`src/hdl/tpsc_pkg.sv`:
```
// types, constants and result codes for the tcp packet statistics counter
`timescale 1ns / 1ps

package tpsc_pkg;

	// frame length limit; the byte position saturates here
	localparam int unsigned MAX_FRAME_BYTES = 16384;
	localparam int unsigned POS_W           = 15;

	// byte offsets of the captured header fields, from the start of the ethernet header
	localparam logic [POS_W-1:0] POS_IHL       = POS_W'(14);
	localparam logic [POS_W-1:0] POS_TOTLEN_HI = POS_W'(16);
	localparam logic [POS_W-1:0] POS_TOTLEN_LO = POS_W'(17);
	localparam logic [POS_W-1:0] POS_PROTOCOL  = POS_W'(23);
	localparam logic [POS_W-1:0] POS_DOFF      = POS_W'(46);
	localparam logic [POS_W-1:0] POS_FLAGS     = POS_W'(47);
	localparam logic [POS_W-1:0] MAX_POS       = POS_W'(MAX_FRAME_BYTES);

	// length thresholds
	localparam logic [POS_W-1:0] MIN_IP_LEN  = POS_W'(34);
	localparam logic [POS_W-1:0] MIN_TCP_LEN = POS_W'(54);

	localparam logic [7:0] PROTO_TCP = 8'd6;
	localparam int unsigned SYN_BIT = 1;
	localparam int unsigned ACK_BIT = 4;

	// per-frame result codes
	typedef enum logic [2:0] {
		ST_SHORT       = 3'd0,
		ST_NOT_TCP     = 3'd1,
		ST_NO_TCP_HDR  = 3'd2,
		ST_BAD_PAYLOAD = 3'd3,
		ST_COUNTED     = 3'd4
	} frame_status_t;

	typedef struct packed {
		logic [7:0] data_byte;
		logic       last_byte;
	} in_item_t;

	typedef struct packed {
		logic [63:0] packets_total;
		logic [63:0] bytes_total;
		logic [63:0] synack_total;
		logic [63:0] payload_total;
		logic [2:0]  frame_status;
		logic        synack_seen;
	} out_item_t;

endpackage

```
`src/hdl/tcp_packet_stats_counter_top.sv`:
```
// top level: per-byte header capture and per-frame tcp statistics counters
`timescale 1ns / 1ps

// Takes an Ethernet/IPv4 frame one byte per item (last_byte marks the end) and
// gives one result item per frame with the running frame, byte, SYN+ACK and TCP
// payload totals plus the status of that frame. One byte is taken every cycle
// unless the input stalls: a byte waits in the input register, where the header
// capture and, on the last byte, the counter update are worked out, so a result
// is written to the output register as its last byte leaves the input register.
// The only stall is a last byte that finds the previous result still untaken in
// the output register; input ready drops then until that result is taken.
module tcp_packet_stats_counter_top (
	input  logic                clk,
	input  logic                arst_n,
	input  logic                in_valid,
	output logic                in_ready,
	input  tpsc_pkg::in_item_t  in_data,
	output logic                out_valid,
	input  logic                out_ready,
	output tpsc_pkg::out_item_t out_data
);
	import tpsc_pkg::*;

	logic             valid_s1;
	in_item_t         data_s1;
	logic             adv_s1;

	logic [POS_W-1:0] byte_position_q;
	logic [7:0]       protocol_q;
	logic [15:0]      total_length_q;
	logic [3:0]       ip_words_q;
	logic [3:0]       tcp_words_q;
	logic [7:0]       flags_q;

	logic [63:0]      packet_count_q;
	logic [63:0]      byte_count_q;
	logic [63:0]      synack_count_q;
	logic [63:0]      payload_count_q;
	frame_status_t    status_q;
	logic             seen_q;
	logic             out_valid_q;

	logic [POS_W-1:0] pos_next;
	logic [7:0]       protocol_next;
	logic [15:0]      total_length_next;
	logic [3:0]       ip_words_next;
	logic [3:0]       tcp_words_next;
	logic [7:0]       flags_next;

	logic [16:0]      payload_wide;
	logic [POS_W-1:0] room;
	logic             payload_ok;
	logic             synack;
	frame_status_t    status_next;

	// the byte in s1 moves on unless it ends a frame while a result is still waiting
	assign adv_s1   = valid_s1 && (!data_s1.last_byte || !out_valid_q || out_ready);
	assign in_ready = !valid_s1 || adv_s1;

	// input register
	always_ff @(posedge clk or negedge arst_n) begin
		if (!arst_n) begin
			valid_s1 <= 1'b0;
		end else if (in_ready) begin
			valid_s1 <= in_valid;
		end
	end

	always_ff @(posedge clk) begin
		if (in_ready && in_valid) begin
			data_s1 <= in_data;
		end
	end

	// header capture by byte position, position saturates at the frame limit
	always_comb begin
		pos_next          = byte_position_q;
		protocol_next     = protocol_q;
		total_length_next = total_length_q;
		ip_words_next     = ip_words_q;
		tcp_words_next    = tcp_words_q;
		flags_next        = flags_q;
		if (byte_position_q < MAX_POS) begin
			case (byte_position_q)
				POS_IHL:       ip_words_next = data_s1.data_byte[3:0];
				POS_TOTLEN_HI: total_length_next[15:8] = data_s1.data_byte;
				POS_TOTLEN_LO: total_length_next[7:0] = data_s1.data_byte;
				POS_PROTOCOL:  protocol_next = data_s1.data_byte;
				POS_DOFF:      tcp_words_next = data_s1.data_byte[7:4];
				POS_FLAGS:     flags_next = data_s1.data_byte;
				default:       ;
			endcase
			pos_next = byte_position_q + POS_W'(1);
		end
	end

	// frame classification; every field it needs was captured before the last byte
	always_comb begin
		payload_wide = {1'b0, total_length_q} - {11'd0, ip_words_q, 2'b00}
			- {11'd0, tcp_words_q, 2'b00};
		room         = pos_next - MIN_TCP_LEN;
		payload_ok   = !payload_wide[16] && (payload_wide[15:0] <= {1'b0, room});
		synack       = flags_q[ACK_BIT] && flags_q[SYN_BIT];
		if (pos_next < MIN_IP_LEN) begin
			status_next = ST_SHORT;
		end else if (protocol_q != PROTO_TCP) begin
			status_next = ST_NOT_TCP;
		end else if (pos_next < MIN_TCP_LEN) begin
			status_next = ST_NO_TCP_HDR;
		end else if (!payload_ok) begin
			status_next = ST_BAD_PAYLOAD;
		end else begin
			status_next = ST_COUNTED;
		end
	end

	// per-frame state, cleared at every frame end
	always_ff @(posedge clk or negedge arst_n) begin
		if (!arst_n) begin
			byte_position_q <= '0;
			protocol_q      <= '0;
			total_length_q  <= '0;
			ip_words_q      <= '0;
			tcp_words_q     <= '0;
			flags_q         <= '0;
		end else if (adv_s1) begin
			if (data_s1.last_byte) begin
				byte_position_q <= '0;
				protocol_q      <= '0;
				total_length_q  <= '0;
				ip_words_q      <= '0;
				tcp_words_q     <= '0;
				flags_q         <= '0;
			end else begin
				byte_position_q <= pos_next;
				protocol_q      <= protocol_next;
				total_length_q  <= total_length_next;
				ip_words_q      <= ip_words_next;
				tcp_words_q     <= tcp_words_next;
				flags_q         <= flags_next;
			end
		end
	end

	// running totals and result register
	always_ff @(posedge clk or negedge arst_n) begin
		if (!arst_n) begin
			packet_count_q  <= '0;
			byte_count_q    <= '0;
			synack_count_q  <= '0;
			payload_count_q <= '0;
			status_q        <= ST_SHORT;
			seen_q          <= 1'b0;
			out_valid_q     <= 1'b0;
		end else if (adv_s1 && data_s1.last_byte) begin
			packet_count_q <= packet_count_q + 64'd1;
			byte_count_q   <= byte_count_q + {49'd0, pos_next};
			status_q       <= status_next;
			seen_q         <= (status_next == ST_COUNTED) && synack;
			out_valid_q    <= 1'b1;
			if (status_next == ST_COUNTED) begin
				payload_count_q <= payload_count_q + {48'd0, payload_wide[15:0]};
				if (synack) begin
					synack_count_q <= synack_count_q + 64'd1;
				end
			end
		end else if (out_ready) begin
			out_valid_q <= 1'b0;
		end
	end

	// totals stay put while a result waits, so they drive the result directly
	assign out_valid              = out_valid_q;
	assign out_data.packets_total = packet_count_q;
	assign out_data.bytes_total   = byte_count_q;
	assign out_data.synack_total  = synack_count_q;
	assign out_data.payload_total = payload_count_q;
	assign out_data.frame_status  = status_q;
	assign out_data.synack_seen   = seen_q;

endmodule

```
`config.mk`:
```
export PLATFORM = sky130hd
export DESIGN_NAME = tcp_packet_stats_counter_top
export DESIGN_NICKNAME = d
export VERILOG_FILES = /design/src/hdl/tpsc_pkg.sv /design/src/hdl/tcp_packet_stats_counter_top.sv
export SDC_FILE = /design/constraint.sdc
export NUM_CORES = 1
export LEC_CHECK = 0
export BUFFER_PORTS_ARGS = -buffer_cell sky130_fd_sc_hd__buf_2
export CAP_MARGIN = 20
export CORE_ASPECT_RATIO = 0.5
export CORE_MARGIN = 8
export CORE_UTILIZATION = 50
export DETAILED_ROUTE_END_ITERATION = 7
export PLACE_DENSITY = 0.7
export SYNTH_ARGS = -nofsm -noshare
export SYNTH_HDL_FRONTEND = slang
export SYNTH_SLANG_ARGS = --single-unit
```
`constraint.sdc`:
```
create_clock -name clk -period 6.9 [get_ports clk]
set_clock_uncertainty 0.15 [all_clocks]
set_input_delay 0.345 -clock clk [delete_from_list [all_inputs] [get_ports clk]]
set_output_delay 0.345 -clock clk [all_outputs]
set_load 0.01 [all_outputs]
```
# Word-level counts from Yosys, hierarchy flattened

Index checks and enable logic that the tools add are counted.

Register bits after elaboration: 323
Output and inout port bits: 262
Word-level logic and storage cells: 90

Add/subtract/negate cells: 8
Magnitude comparators: 4
Equality and inequality tests: 8
Muxes and demuxes: 24
Reductions and logical operators: 29

Operators by type and width:

| operator                                                                | count |
|---|---|
| 64-bit by 1-bit adder with 64-bit output, second input constant         | 2 |
| 64-bit by 15-bit adder with 64-bit output                               | 1 |
| 64-bit by 16-bit adder with 64-bit output                               | 1 |
| 15-bit by 5-bit equality test with 1-bit output, second input constant  | 3 |
| 8-bit two-way mux                                                       | 5 |
| 16-bit two-way mux                                                      | 2 |
| 15-bit by 6-bit equality test with 1-bit output, second input constant  | 2 |
| 15-bit by 6-bit < comparator with 1-bit output, second input constant   | 2 |
| 15-bit two-way mux                                                      | 2 |
| 4-bit two-way mux                                                       | 6 |
| 3-bit AND reduction                                                     | 7 |
| 16-bit by 6-bit subtractor with 17-bit output                           | 1 |
| 17-bit by 6-bit subtractor with 17-bit output                           | 1 |
| 16-bit by 15-bit <= comparator with 1-bit output                        | 1 |
| 2-bit nonzero test                                                      | 8 |
| 15-bit by 1-bit adder with 15-bit output, second input constant         | 1 |
| 15-bit by 4-bit equality test with 1-bit output, second input constant  | 1 |
| 15-bit < comparator, second input constant                              | 1 |
| 5-bit two-way mux                                                       | 3 |
| 15-bit by 6-bit subtractor with 15-bit output, second input constant    | 1 |
| 3-bit two-way mux                                                       | 4 |
| 8-bit by 3-bit inequality test with 1-bit output, second input constant | 1 |
| 1-bit logical AND                                                       | 6 |
| 1-bit logical NOT                                                       | 4 |
| 4 further kinds                                                         | 7 |

# Longest topological paths before layout

Word-level depth: 11
Gate-level depth with buffers: 24
Gate-level depth less buffers: 22

# Worst setup path before layout

Ideal clock, no wire load.

Path type: register to register
Start: register total_length_q[3]
End: register payload_count_q[40]
Library setup time: 0.075 ns
Data arrival time: 4.741 ns
Setup slack: 1.934 ns
Cell stages (with the launch flop): 21
Buffers on the path: 1
Period minus slack after synthesis: 4.966 ns
Path through: dfrtp_1 > fa_1 > ha_1 > o21a_1 > o21a_1 > o21a_1 > nand2b_1 > or3_1 > xnor2_1 > ha_1 > and3_1 > nand3_1 > nor2_1 > o21a_1 > o31ai_1 > o2111ai_1 > nor4b_4 > and2_1 > buf_6 > and4_4 > xor2_2

Longest elaborated chain between the ends: 10
Elaborated cells on any way between the ends: 12
Those cells by class: add/sub (3); order compare (1); eq/ne (1); mux (4); reduce/logical (3)

RTL lines:

| what                                                                                  | line                                | RTL |
|---|---|---|
| start, declared                                                                       | tcp_packet_stats_counter_top.sv:30  | `logic [15:0] total_length_q;` |
| start signal, assigned                                                                | tcp_packet_stats_counter_top.sv:137 | `total_length_q <= total_length_next;` |
| 16-bit by 6-bit subtractor with 17-bit output (*)                                     | tcp_packet_stats_counter_top.sv:99  | `payload_wide = {1'b0, total_length_q} - {11'd0, ip_words_q, 2'b00}` |
| 17-bit by 6-bit subtractor with 17-bit output (*)                                     | tcp_packet_stats_counter_top.sv:100 | `- {11'd0, tcp_words_q, 2'b00};` |
| 16-bit by 15-bit <= comparator with 1-bit output or 1-bit logical NOT (tied branches) | tcp_packet_stats_counter_top.sv:102 | `payload_ok = !payload_wide[16] && (payload_wide[15:0] <= {1'b0, room});` |
| 1-bit logical AND                                                                     | tcp_packet_stats_counter_top.sv:102 |  |
| 3-bit two-way mux                                                                     | tcp_packet_stats_counter_top.sv:110 | `end else if (!payload_ok) begin` |
| 3-bit two-way mux                                                                     | tcp_packet_stats_counter_top.sv:108 | `end else if (pos_next < MIN_TCP_LEN) begin` |
| 3-bit two-way mux                                                                     | tcp_packet_stats_counter_top.sv:106 | `end else if (protocol_q != PROTO_TCP) begin` |
| 3-bit two-way mux                                                                     | tcp_packet_stats_counter_top.sv:104 | `if (pos_next < MIN_IP_LEN) begin` |
| 3-bit equality test                                                                   | tcp_packet_stats_counter_top.sv:161 | `if (status_next == ST_COUNTED) begin` |
| 2-bit AND reduction (no line)                                                         | -                                   |  |
| end signal, assigned                                                                  | tcp_packet_stats_counter_top.sv:162 | `payload_count_q <= payload_count_q + {48'd0, payload_wide[15:0]};` |
| end, declared                                                                         | tcp_packet_stats_counter_top.sv:38  | `logic [63:0] payload_count_q;` |

Every way passes the cells marked *; elsewhere a longest branch is shown, timed or not.
A chain may end at the register's enable or synchronous reset.

# Worst setup path after layout

Start: register byte_position_q[0]
End: register payload_count_q[40]

Longest elaborated chain between the ends: 11
Elaborated cells on any way between the ends: 14
Those cells by class: add/sub (2); order compare (4); eq/ne (1); mux (5); reduce/logical (2)

RTL lines:

| what                                                                            | line                                                                   | RTL |
|---|---|---|
| start, declared                                                                 | tcp_packet_stats_counter_top.sv:28                                     | `logic [POS_W-1:0] byte_position_q;` |
| start signal, assigned                                                          | tcp_packet_stats_counter_top.sv:135                                    | `byte_position_q <= pos_next;` |
| 15-bit by 1-bit adder with 15-bit output or 15-bit < comparator (tied branches) | tcp_packet_stats_counter_top.sv:93, tcp_packet_stats_counter_top.sv:83 |  |
| 15-bit two-way mux (*)                                                          | tcp_packet_stats_counter_top.sv:83                                     | `if (byte_position_q < MAX_POS) begin` |
| 15-bit by 6-bit subtractor with 15-bit output                                   | tcp_packet_stats_counter_top.sv:101                                    | `room = pos_next - MIN_TCP_LEN;` |
| 16-bit by 15-bit <= comparator with 1-bit output                                | tcp_packet_stats_counter_top.sv:102                                    |  |
| 1-bit logical AND                                                               | tcp_packet_stats_counter_top.sv:102                                    |  |
| 3-bit two-way mux                                                               | tcp_packet_stats_counter_top.sv:110                                    |  |
| 3-bit two-way mux                                                               | tcp_packet_stats_counter_top.sv:108                                    |  |
| 3-bit two-way mux                                                               | tcp_packet_stats_counter_top.sv:106                                    |  |
| 3-bit two-way mux (*)                                                           | tcp_packet_stats_counter_top.sv:104                                    |  |
| 3-bit equality test (*)                                                         | tcp_packet_stats_counter_top.sv:161                                    |  |
| 2-bit AND reduction (no line) (*)                                               | -                                                                      |  |

Marks and branches as above.

==> results.py <==
metrics = {
    "setup_path": {
        "critPathMaxFanout": 8,
        "endpoint": "payload_count_q[40]$_DFFE_PN0P_",
        "crit_path_end_kind": "register",
        "r2r_cells": 20,
        "timing.rr.start": "byte_position_q[0]$_DFFE_PN0P_",
        "crit_path_start": "byte_position_q[0]$_DFFE_PN0P_",
        "start_kind": "register",
        "timing.reg2reg.setup_slack_ns": 0.99,
        "cp.required_ns": 7.25,
        "crit_type": "reg2reg",
        "arrival_ns": 6.26,
        "worstReg2RegEnd": "payload_count_q[40]$_DFFE_PN0P_",
    },
    "power_and_ir_drop": {
        "power_density_mw_per_mm2": 230,
        "ir_drop_uv": 164,
        "total_power_mw": 4.53,
        "cellLeakagePower_nw": 10.1,
    },
    "die": {
        "die_y_um": 146,
        "fp.dieW_um": 275,
        "core_area_sq_mm": 0.0330,
        "start_util": 0.508,
        "rows": 47,
        "die_area_sq_mm": 0.0401,
        "io_pins": 275,
    },
    "clocking": {
        "clk_latency_ns": 0.57,
        "cts_buffer_depth": 3,
        "cts_setup_buffers": 0,
        "cts-root-buf": "clkbuf_16",
        "cts.sinks": 320,
        "cts_tree": "yes",
        "clkTransAtPathRegs_ns": 0.06,
        "cts_made_buffers": 29,
        "htreeDepth": 1,
    },
    "drt": {
        "viasPerCell": 5.40,
        "avgRoutedWirePerCell_um": 18.0,
        "drt-total-wl_um": 43100,
        "ant_nets": 0,
        "drt_iter0_markers": 935,
        "firstDrtPassIters": 5,
        "drc_errors": 0,
        "via_count": 12900,
    },
    "timing": {
        "max_slew_margin": 0.256,
        "hold_viol_final": 0,
        "setup_viol": 0,
        "max_freq_mhz": 169,
        "rsz0062_at_grt": "no",
        "period_share": 0.857,
        "whs_ns": 0.245,
        "fin_ws_ns": 0.989,
        "setup_tns_ns": 0,
        "layout_min_cycle_time_ns": 5.91,
        "tightest_slew_ns": 1.12,
        "maxSlewViolCount": 0,
    },
    "cells_and_area": {
        "fin_util": 0.596,
        "num_antenna_cells": 0,
        "drive_above_1_share": 0.196,
        "nNetsFinal": 2004,
        "area_delta_synth_final_pct": 17.3,
        "design_area_sq_mm": 0.0197,
        "finalNonFillerCells": 2395,
        "n_fill_cell": 2838,
    },
    "synthesis": {
        "syn-mean-instance-area_sq_um": 10.2,
        "ys.flop_type": "dfrtp_1",
        "synth_cell_types": 75,
        "synth-edff-count": 9,
        "yosys_register_bits": 320,
        "syn-num-nets": 1726,
        "synth_top_area_share": 0.463,
        "async_reset_ff_frac": 0.972,
        "yosys_warnings": 0,
        "ys_seq_area_frac": 0.479,
        "synthTopCellsByArea": "dfrtp_1, xnor2_1, xor2_1, nand2_1, ha_1",
        "netlist_area_sq_mm": 0.0168,
        "yosysTopAreaCell": "dfrtp_1",
        "postSynthCellCount": 1653,
    },
    "placement": {
        "finalWeightedCongestion": 0.880,
        "io_buffers": 274,
        "post-dp-hpwl_um": 31700,
        "place_area_sq_mm": 0.0186,
        "placed_cells": 2328,
        "pre_cts_slack_ns": 1.06,
    },
    "outcome": {
        "run_status": "finished, final reports clean",
    },
    "global_routing": {
        "grt_start_max_net_pins": 146,
        "antenna_found_initial": 0,
        "overflow": 0,
        "grt_pass1_vias": 12700,
        "grt_first_pass_wirelength_um": 69600,
        "grt_usage": 0.210,
    },
    "min_path": {
        "hold_class": "in2async",
    },
    "job": {
        "max_cap_viol_count": 0,
    },
}
[synthesized netlist by cell type (7+ instances only)]
master    count
nand2_1     202
o21a_1       13
buf_2        13
edfxtp_1      9
nor2_1      108
dfrtp_1     311
xor2_1       99
or3_1         8
nor4_1        7
and3_1       60
ha_1         54
nor3_1       42
xnor2_1     186
a21oi_1      27
and4_1       17
o31ai_1       9
nand3_1      87
nand2b_1     18
o21ai_0      76
nor2b_1      17
clkbuf_1     26
inv_1        44
and2_1       14
a21o_1       15
nand4_1      68
mux2_2       13
[layout by cell type (no fill, tap or decap), types with 4 or more instances in the layout]
cell	n
xnor2_1	186
dlygate4sd3_1	13
edfxtp_1	9
mux2i_1	4
and3_1	60
buf_4	10
nand4_1	68
o21ai_0	76
a21o_1	15
maj3_1	6
inv_1	44
nand2_1	202
clkbuf_1	5
xor2_1	99
fa_1	6
nor3_1	42
a31oi_1	5
clkbuf_8	5
clkbuf_16	29
nor3_2	4
and4_1	17
clkinv_2	7
dfrtp_1	311
nor2b_1	17
mux2_2	13
and2_1	14
or4_1	4
or3_1	8
nor2_1	107
nor4_2	5
o21a_1	13
o31ai_1	9
nor4_1	7
nand2b_1	18
ha_1	54
o211ai_1	6
nand3_1	87
buf_2	273
a21oi_1	27
xor2_2	5
[report_power, final]
part / total [mW] / internal (mW) / switching (mW)
sequential: 2.06 / 1.96 / 0.104
combinational: 0.794 / 0.327 / 0.467
clock: 1.67 / 0.943 / 0.727
total: 4.53 / 3.23 / 1.30
[worst max-delay path: stages, from the launching register on]
cell       delay [ns]
dfrtp_1          0.51
inv_1            0.15
ha_1             0.31
mux2i_1          0.28
inv_1            0.21
ha_1             0.28
o2111ai_1        0.25
a22oi_2          0.12
nor2_1           0.30
mux2i_1          0.27
xnor2_1          0.15
ha_1             0.27
a21o_1           0.18
a21oi_1          0.14
o211ai_1         0.10
o31ai_1          0.27
o2111ai_1        0.43
nor4b_4          0.69
and2_1           0.39
and4_4           0.28
xor2_2           0.12
[flip-flops by register name (all words and copies together), names as in the netlist]
register	count
out_valid	1
status_q	3
tcp_words_q	4
data_s1	9
ip_words_q	4
total_length_q	16
byte_position_q	15
valid_s1	1
flags_q	2
byte_count_q	64
synack_count_q	64
payload_count_q	64
protocol_q	8
packet_count_q	64
seen_q	1
[cell type report]
cell class                      count  area (sq um)  area share
Clock inverter                     15           165     0.00838
Clock buffer                       39           813      0.0413
Sequential cell                   320          8050       0.409
Inverter                           44           165     0.00838
Tap cell                          441           552      0.0280
Multi-Input combinational cell   1238          8350       0.424
Timing Repair Buffer              298          1610      0.0815
[metal layers]
metal | share of wire | vias up | global-route usage
met5 | 0 | - | 0
met4 | 0.033 | 0 | 0.0675
met3 | 0.042 | 79 | 0.0343
met2 | 0.48 | 267 | 0.353
met1 | 0.44 | 6324 | 0.275
li1 | - | 6269 | -
[what timing repair did]
item                                   in CTS  in global routing
endpoints found under the hold margin     103                  0
hold buffers                               13                  0
resized for setup                           0                  0
setup endpoints to repair                   0                  0
[worst min-delay path by stage]
stage	from	endpoint	slack [ns]	cells after the start
2_1_floorplan	arst_n	byte_count_q[0]$_DFFE_PN0P_	-0.10	0
3_3_place_gp	arst_n	tcp_words_q[0]$_DFFE_PN0P_	0.30	1
3_5_place_dp	arst_n	byte_count_q[16]$_DFFE_PN0P_	0.29	1
4_1_cts	arst_n	byte_count_q[48]$_DFFE_PN0P_	0.27	2
5_1_grt	arst_n	byte_count_q[48]$_DFFE_PN0P_	0.31	2
6_report	arst_n	byte_count_q[19]$_DFFE_PN0P_	0.25	2
[kinds of logic (layout without fill, tap and decap cells)]
family / count (synthesis) / count (layout) / synth area share
flip-flops: 320 / 320 / 0.479
multiplexers: 17 / 17 / 0.0111
XOR/XNOR: 291 / 291 / 0.155
buffers and inverters: 95 / 396 / 0.0241
AO/OA/AOI/OAI: 176 / 176 / 0.0650
adder cells (fa/ha/maj): 67 / 67 / 0.0516
AND/OR/NAND/NOR: 687 / 687 / 0.214
(Power assumes the default switching activity.)
